## src/asp_pkg.sv

```systemverilog
// Shared constants, register codes and control structs for the airspeed block.
// No dependencies; imported by every module of the block but asp_checker.
`timescale 1ns / 1ps
`default_nettype none
package asp_pkg;
  localparam int CAL_SAMPLES = 64;
  localparam int AVG_SAMPLES = 16;

  localparam int SMP_W  = 12;
  localparam int SUM_W  = 22;
  localparam int CNT_W  = 11;
  localparam int ZERO_W = 12;
  localparam int DVD_W  = 61;
  localparam int DVS_W  = 51;
  localparam int DCNT_W = 6;
  localparam int RAD_W  = 32;
  localparam int ROOT_W = 16;

  localparam logic [CNT_W-1:0] CAL_TARGET = CNT_W'(CAL_SAMPLES);
  localparam logic [CNT_W-1:0] AVG_TARGET = CNT_W'(AVG_SAMPLES);
  localparam logic [21:0] FULL_SCALE = 22'(4095 * AVG_SAMPLES);
  localparam logic [24:0] MV_SCALE   = 25'd33000000;
  localparam logic [12:0] RHO_K      = 13'd5741;
  localparam logic [16:0] KELVIN_OFS = 17'd27315;

  localparam logic OP_CAL  = 1'b0;
  localparam logic OP_MEAS = 1'b1;

  localparam logic [2:0] REG_SUPPLY = 3'd0;
  localparam logic [2:0] REG_SENS   = 3'd1;
  localparam logic [2:0] REG_ZOFS   = 3'd2;
  localparam logic [2:0] REG_TEMP   = 3'd3;
  localparam logic [2:0] REG_AMB    = 3'd4;

  localparam logic [12:0] SUPPLY_RST = 13'd5000;
  localparam logic [15:0] SENS_RST   = 16'd2000;
  localparam logic [13:0] ZOFS_RST   = 14'd5000;
  localparam logic [14:0] TEMP_RST   = 15'd2000;
  localparam logic [16:0] AMB_RST    = 17'd101325;

  typedef struct packed {
    logic acc;
    logic mul1;
    logic mul2;
    logic sub;
    logic scale;
    logic div_start;
    logic div_sel;
    logic take_p;
    logic sqrt_start;
    logic load_out;
  } asp_cmd_t;

  typedef struct packed {
    logic meas_done;
    logic pos;
    logic p_zero;
    logic div_busy;
    logic sqrt_busy;
  } asp_sts_t;
endpackage
`default_nettype wire

```

## src/asp_ctrl.sv

```systemverilog
// Controller state machine sequencing accumulation, arithmetic and output.
// Depends on asp_pkg.
`timescale 1ns / 1ps
`default_nettype none
module asp_ctrl import asp_pkg::*; (
  input  wire logic     clk,
  input  wire logic     rst_n,
  input  wire logic     in_valid,
  output logic          in_ready,
  output logic          out_valid,
  input  wire logic     out_ready,
  input  wire asp_sts_t sts,
  output asp_cmd_t      cmd
);
  localparam logic [3:0] S_IDLE  = 4'd0;
  localparam logic [3:0] S_MUL1  = 4'd1;
  localparam logic [3:0] S_MUL2  = 4'd2;
  localparam logic [3:0] S_SUBT  = 4'd3;
  localparam logic [3:0] S_SCALE = 4'd4;
  localparam logic [3:0] S_DIV1  = 4'd5;
  localparam logic [3:0] S_WAIT1 = 4'd6;
  localparam logic [3:0] S_TAKEP = 4'd7;
  localparam logic [3:0] S_DIV2  = 4'd8;
  localparam logic [3:0] S_WAIT2 = 4'd9;
  localparam logic [3:0] S_ROOT  = 4'd10;
  localparam logic [3:0] S_WAIT3 = 4'd11;
  localparam logic [3:0] S_FIN   = 4'd12;

  logic [3:0] state_r;
  logic [3:0] state_nxt;
  logic       out_valid_r;
  logic       out_valid_nxt;

  always_comb begin
    state_nxt = state_r;
    cmd       = '0;
    in_ready  = 1'b0;
    unique case (state_r)
      S_IDLE: begin
        in_ready = 1'b1;
        if (in_valid) begin
          cmd.acc = 1'b1;
          if (sts.meas_done) state_nxt = S_MUL1;
        end
      end
      S_MUL1: begin
        cmd.mul1  = 1'b1;
        state_nxt = S_MUL2;
      end
      S_MUL2: begin
        cmd.mul2  = 1'b1;
        state_nxt = S_SUBT;
      end
      S_SUBT: begin
        cmd.sub   = 1'b1;
        state_nxt = S_SCALE;
      end
      S_SCALE: begin
        cmd.scale = 1'b1;
        state_nxt = sts.pos ? S_DIV1 : S_FIN;
      end
      S_DIV1: begin
        cmd.div_start = 1'b1;
        state_nxt     = S_WAIT1;
      end
      S_WAIT1: begin
        if (!sts.div_busy) state_nxt = S_TAKEP;
      end
      S_TAKEP: begin
        cmd.take_p = 1'b1;
        state_nxt  = sts.p_zero ? S_FIN : S_DIV2;
      end
      S_DIV2: begin
        cmd.div_start = 1'b1;
        cmd.div_sel   = 1'b1;
        state_nxt     = S_WAIT2;
      end
      S_WAIT2: begin
        if (!sts.div_busy) state_nxt = S_ROOT;
      end
      S_ROOT: begin
        cmd.sqrt_start = 1'b1;
        state_nxt      = S_WAIT3;
      end
      S_WAIT3: begin
        if (!sts.sqrt_busy) state_nxt = S_FIN;
      end
      S_FIN: begin
        if (!out_valid_r || out_ready) begin
          cmd.load_out = 1'b1;
          state_nxt    = S_IDLE;
        end
      end
      default: state_nxt = S_IDLE;
    endcase
  end

  always_comb begin
    out_valid_nxt = out_valid_r;
    if (cmd.load_out) out_valid_nxt = 1'b1;
    else if (out_ready) out_valid_nxt = 1'b0;
  end

  always_ff @(posedge clk) begin
    if (!rst_n) begin
      state_r     <= S_IDLE;
      out_valid_r <= 1'b0;
    end else begin
      state_r     <= state_nxt;
      out_valid_r <= out_valid_nxt;
    end
  end

  assign out_valid = out_valid_r;
endmodule
`default_nettype wire

```

## config.mk

```make
export PLATFORM = sky130hd
export DESIGN_NAME = asp_ctrl
export DESIGN_NICKNAME = d
export VERILOG_FILES = /design/src/asp_pkg.sv /design/src/asp_ctrl.sv
export SDC_FILE = /design/constraint.sdc
export NUM_CORES = 1
export LEC_CHECK = 0
export BUFFER_PORTS_ARGS = -buffer_cell sky130_fd_sc_hd__buf_2
export CORE_MARGIN = 2
export CORE_UTILIZATION = 25
export CTS_BUF_LIST = sky130_fd_sc_hd__clkbuf_4 sky130_fd_sc_hd__clkbuf_8 sky130_fd_sc_hd__clkbuf_16
export CTS_CLUSTER_SIZE = 28
export DETAILED_ROUTE_END_ITERATION = 7
export SLEW_MARGIN = 40
export SYNTH_ARGS = -nofsm -noshare
export SYNTH_HDL_FRONTEND = slang
export SYNTH_SLANG_ARGS = --single-unit
```

## constraint.sdc

```tcl
create_clock -name clk -period 2.55 [get_ports clk]
set_clock_uncertainty 0.1 [all_clocks]
set_input_delay 0.3825 -clock clk [delete_from_list [all_inputs] [get_ports clk]]
set_output_delay 0.3825 -clock clk [all_outputs]
set_load 0.03 [all_outputs]
```

==> results of run 1 <==
==> logic make-up (layout without fill, tap and decap cells) <==
logic type             count (synthesis)  in the layout  synth area share [%]
AOI/OAI and AO/OA                     14             14                  22.9
buffers and inverters                 10             25                  10.2
DFF                                    5              5                  20.0
and+or+nand+nor                       36             36                  46.9
==> how the worst max path moves through the flow <==
stage,slack (ns),endpoint
2_1_floorplan,0.29,cmd[7]
3_3_place_gp,0.69,cmd[4]
3_5_place_dp,0.65,cmd[4]
4_1_cts,0.39,cmd[4]
5_1_grt,0.25,cmd[4]
6_report,0.38,cmd[4]
==> power groups by stage <==
stage | Sequential (mW) | Clock [mW] | Combinational (mW)
finish | 0.179 | 0.112 | 0.301
global route | 0.188 | 0.117 | 0.327
CTS | 0.179 | 0.112 | 0.303
detailed placement | 0.182 | 0 | 0.302
global placement | 0.177 | 0 | 0.301
floorplan | 0.112 | 0 | 0.310
==> flip-flops by register name, summed over array words and instances, names as in the netlist <==
register	cells
out_valid	1
state_r	4
==> critical path, delay by kind of cell (launching register included) <==
family | cells | cell delay (ns)
compound gates | 1 | 0.09
flops | 1 | 0.73
simple gates | 2 | 0.40
buf+inv | 1 | 0.21
==> cells in the mapped netlist <==
cell / n / area (µm²)
buf_4: 1 / 7.51
clkbuf_1: 3 / 11.3
a31oi_1: 1 / 6.26
o21bai_1: 1 / 7.51
nand2b_1: 2 / 12.5
nor4_4: 1 / 21.3
dfxtp_1: 5 / 100
buf_6: 1 / 11.3
o21ai_1: 1 / 5.00
nand4b_1: 1 / 8.76
and2_4: 1 / 8.76
a31o_1: 1 / 8.76
nor4bb_1: 3 / 30.0
nor2_1: 3 / 11.3
nor3_1: 6 / 30.0
buf_1: 2 / 7.51
and4bb_1: 1 / 12.5
o211ai_1: 1 / 7.51
a41o_1: 1 / 10.0
o21ai_0: 2 / 10.0
nor2b_1: 5 / 31.3
nor4b_1: 1 / 8.76
nand4_1: 2 / 12.5
a41oi_1: 1 / 8.76
a2bb2oi_1: 1 / 8.76
nand2_1: 7 / 26.3
a22oi_2: 1 / 12.5
a211oi_1: 1 / 7.51
inv_1: 1 / 3.75
nor3b_1: 2 / 15.0
and2_1: 1 / 6.26
buf_2: 2 / 10.0
a311oi_2: 1 / 15.0
o21a_1: 1 / 7.51
==> metal layers <==
layer | vias to the layer above | global-route usage (%) | wire [µm]
li1 | 272 | - | -
met5 | - | 0 | 0
met4 | 0 | 11.4 | 63
met3 | 4 | 3.99 | 72
met2 | 18 | 16.7 | 486
met1 | 236 | 14.6 | 628
==> layout make-up <==
type	instances	area, µm²
repair buffers	20	100
fillers	218	1300
flip-flops and latches	5	100
multi-input cells	50	350
clock buffers	4	30.0
inverters	1	3.75
well taps	27	33.8
==> metrics by stage <==
stage	setup WS [ns]	hold slack, ns	cell area, µm²
after floorplan	0.286	0.532	502
after global placement	0.688	0.553	588
after detailed placement	0.653	0.555	588
after CTS	0.388	0.330	618
after global routing	0.249	0.341	618
final	0.376	0.328	618
==> results.yml, run 1 <==
min_path:
  hold_end: "out_valid$_SDFFE_PN0P_"
  min_from: "rst_n"
  min_path_type: "input pin to flop"
  hold_path_depth: 2
critical_path:
  cp_slowest_stage_delay_ns: 0.73
  end_kind: "primary output"
  crit_start: "state_r[3]$_SDFFE_PN0P_"
  cp.arrival_ns: 1.69
  rr_startpoint: "state_r[3]$_SDFFE_PN0P_"
  worstPathMaxFanout: 19
  crit_required_ns: 2.07
  ff2ff_setup_slack_ns: 0.74
  critical_path.slowest_cell: "dfxtp_1"
  r2r-end: "state_r[3]$_SDFFE_PN0P_"
  rr_worst_depth: 4
  worstSetupPathType: "flop to primary output"
  crit_chain: "nor2b_1 -> a2bb2oi_1 -> nor2_1 -> buf_2"
  start_kind: "flop"
clock_network:
  numCtsBuffers: 3
  tritoncts: "built"
  postCtsSetupBuffers: 0
  clkLatencyLatePin_ns: 0.26
  root_buffer: "clkbuf_4"
  clock-sinks: 5
  clk_pin_slew_ns: 0.05
  cts_resized: 0
  clock_path_buffers: 2
  cts_hold_buf: 0
  cts.htree.levels: 1
sta:
  fmax_mhz: 460
  slew_headroom_pct: 56.1
  setup_tns_ns: 0
  finalCriticalPeriod_ns: 2.17
  worst_pin_slew_ns: 0.658
  slew_violations: 0
  rsz0062_at_grt: "no"
  finalHoldViolCount: 0
  fin_crit_sh_pct: 85.2
  finalSetupViolCount: 0
grt:
  grt_max_degree: 20
  grt_first_pass_wirelength_mm: 2.15
  grt_pass1_vias: 476
  grt-ovfl-total: 0
  grt_antenna_before_repair: 0
  track_usage_pct: 12.1
logic_synthesis:
  netlist_area_um2: 502
  syn_area_per_cell_um2: 7.72
  synthesis.nets: 74
  syn_inst: 65
  ys_ff_latch: 5
  yosys_warnings: 0
  seq_area_frac_synth_pct: 20.0
  ys_types: 34
pwr:
  switching_share_pct: 49.2
  p_int_mw: 0.300
  ir_worst_vdd_mv: 0.349
  pwr-share-clk_pct: 18.9
  leakagePower_nw: 0.255
  seqPwrFrac_pct: 30.3
  p_per_area_mw_per_mm2: 957
  power_frac_comb_pct: 50.8
  p_total_mw: 0.592
  power.switching_mw: 0.291
floorplanning:
  num_rows: 16
  die_h_um: 48.8
  fp.dieW_um: 48.8
  die_area_mm2: 0.00238
  start_util_pct: 26.1
  io_pins: 21
  core_area_mm2: 0.00192
final_layout:
  finalNonFillerCells: 107
  fin_nets: 90
  layout_common_cells: "20 x buf_2, 7 x nand2_1, 6 x nor3_1, 5 x nor2b_1, 5 x dfxtp_1"
  final_common_cell: "buf_2"
  antenna_cells: 0
  post-route-util_pct: 32.2
  area_growth_pct: 23.2
  drive_gt1_share_pct: 35.0
run_status:
  run_status: "complete, no violations"
routing:
  drc: 0
  ant_nets: 0
  vias_per_cell: 4.95
  routed_wirelength_mm: 1.25
  drt_first_pass_iters: 4
  routedWlPerCell_um: 11.7
  drt_iter0_drc: 4
  vias: 530
placement:
  gp_congestion: 0.776
  io_buffers: 20
  dp_hpwl_um: 854
  dp_cells: 103
flow_run:
  drv_cap: 0
Power figures use the tool's default switching activity.
==> run 2, diff against run 1 <==
--- a/config.mk
+++ b/config.mk
@@ -5,7 +5,7 @@
 export SDC_FILE = /design/constraint.sdc
 export NUM_CORES = 1
 export LEC_CHECK = 0
-export BUFFER_PORTS_ARGS = -buffer_cell sky130_fd_sc_hd__buf_2
+export BUFFER_PORTS_ARGS = -buffer_cell sky130_fd_sc_hd__clkbuf_2
 export CORE_MARGIN = 2
 export CORE_UTILIZATION = 25
 export CTS_BUF_LIST = sky130_fd_sc_hd__clkbuf_4 sky130_fd_sc_hd__clkbuf_8 sky130_fd_sc_hd__clkbuf_16
==> run 2 against run 1 <==
  * Critical path depth did not move
  * Combinational power barely moved
  * Hold slack improved by 0.037 ns
  * Global-route usage fell by 0.58 points
  * Utilization did not move
  * Cell count did not move
  * Clock power barely moved
  * Sequential share of layout area did not move
  * Clock-buffer cell count did not move
  * Power rose by 0.39%
==> results.yml, run 2 (synthesized netlist as in run 1, its figures left out) <==
final_layout:
  final_common_cell: "clkbuf_2"
  drive_gt1_share_pct: 35.0
  fin_nets: 90
  antenna_cells: 0
  seq_area_um2: 100
  largest_reg_flops: 4
  multi_input_area_um2: 350
  area_growth_pct: 23.2
  layout_common_cells: "20 x clkbuf_2, 7 x nand2_1, 6 x nor3_1, 5 x nor2b_1, 5 x dfxtp_1"
  fillers: 221
  regMostFlops: "state_r"
min_path:
  hold_path_depth: 2
  min_from: "rst_n"
  min_path_type: "input pin to flop"
  hold_end: "out_valid$_SDFFE_PN0P_"
floorplanning:
  num_rows: 16
  io_pins: 21
  die_h_um: 48.8
  start_util_pct: 26.1
  core_area_mm2: 0.00192
  fp.dieW_um: 48.8
  die_area_mm2: 0.00238
critical_path:
  cp.arrival_ns: 1.66
  crit_required_ns: 2.07
  r2r-end: "state_r[2]$_SDFFE_PN0P_"
  end_kind: "primary output"
  start_kind: "flop"
  worstPathMaxFanout: 19
  ff2ff_setup_slack_ns: 0.75
  worstSetupPathType: "flop to primary output"
  rr_worst_depth: 4
  rr_startpoint: "state_r[1]$_SDFFE_PN0P_"
sta:
  finalHoldViolCount: 0
  worst_pin_slew_ns: 0.634
  fin_crit_sh_pct: 84.0
  worst_slack_ns: 0.408
  rsz0062_at_grt: "no"
  slew_headroom_pct: 57.7
  slew_violations: 0
  setup_tns_ns: 0
  fmax_mhz: 467
  finalSetupViolCount: 0
  finalCriticalPeriod_ns: 2.14
clock_network:
  cts_resized: 0
  clkLatencyLatePin_ns: 0.25
  root_buffer: "clkbuf_4"
  tritoncts: "built"
  clock-sinks: 5
  clk_pin_slew_ns: 0.06
  postCtsSetupBuffers: 0
  cts_hold_buf: 0
  cts.htree.levels: 1
  clock_path_buffers: 2
  numCtsBuffers: 3
placement:
  preCtsSetupSlack_ns: 0.676
  dp_hpwl_um: 896
  io_buffers: 20
  gp_congestion: 0.799
routing:
  drc: 0
  drt_first_pass_iters: 4
  drt_iter0_drc: 15
  ant_nets: 0
  vias: 531
  routed_wirelength_mm: 1.31
  routedWlPerCell_um: 12.2
  vias_per_cell: 4.96
grt:
  gr-usage-met2_pct: 15.3
  grt.busiest_layer: "met1"
  met1_usage_pct: 16.1
  grt-ovfl-total: 0
  grt_antenna_before_repair: 0
  track_usage_pct: 11.5
  grt_first_pass_wirelength_mm: 2.08
  use_met3_pct: 2.45
  grt_max_degree: 20
  grt_pass1_vias: 457
pwr:
  ir_worst_vdd_mv: 0.425
  p_per_area_mw_per_mm2: 961
  leakagePower_nw: 0.248
flow_run:
  drv_cap: 0
run_status:
  run_status: "complete, no violations"
[run 2: cell count changes in the layout (fill, tap and decap cells not counted)]
cell / change
buf_2: -20
clkbuf_2: +20
[run 2: worst max-delay path by stage]
stage                            start     end  slack (ns)  cells past startpoint
6_report       state_r[3]$_SDFFE_PN0P_  cmd[4]        0.41                      4
5_1_grt        state_r[3]$_SDFFE_PN0P_  cmd[4]        0.27                      4
4_1_cts        state_r[3]$_SDFFE_PN0P_  cmd[4]        0.40                      4
3_5_place_dp   state_r[3]$_SDFFE_PN0P_  cmd[4]        0.68                      4
3_3_place_gp   state_r[0]$_SDFFE_PN0P_  cmd[8]        0.74                      3
2_1_floorplan  state_r[1]$_SDFFE_PN0P_  cmd[7]        0.29                      3
[run 2: metal layers]
layer | routed length [µm] | up-vias | part of all wire, %
li1 | - | 272 | -
met1 | 671 | 241 | 51
met2 | 549 | 16 | 42
met3 | 66 | 2 | 5.0
met4 | 19 | 0 | 1.5
met5 | 0 | - | 0
[run 2: cell type report]
cell class | count | share of cell area [%]
Sequential cell | 5 | 16.2
Timing Repair Buffer | 20 | 16.2
Multi-Input combinational cell | 50 | 56.7
Inverter | 1 | 0.607
Tap cell | 27 | 5.47
Clock buffer | 4 | 4.86
[run 2: per-stage QoR]
step	power (mW)	utilization, %	hold slack [ns]	cells	area (µm²)
after global routing	0.635	32.2	0.393	107	618
final	0.594	32.2	0.365	107	618
after floorplan	0.422	-	0.532	65	502
after detailed placement	0.487	30.6	0.564	103	588
after CTS	0.599	32.2	0.361	107	618
after global placement	0.483	30.6	0.558	103	588
[run 2: worst max-delay path, cell delays in order, from the launching register on]
cell       delay, ns
dfxtp_1         0.72
nor2b_1         0.29
a2bb2oi_1       0.09
nor2_1          0.09
clkbuf_2        0.21
[run 2: power by group]
part / total, mW / internal (mW) / switching [mW]
clock network: 0.110 / 0.0702 / 0.0396
logic: 0.303 / 0.132 / 0.171
registers: 0.181 / 0.0965 / 0.0845
total: 0.594 / 0.299 / 0.295
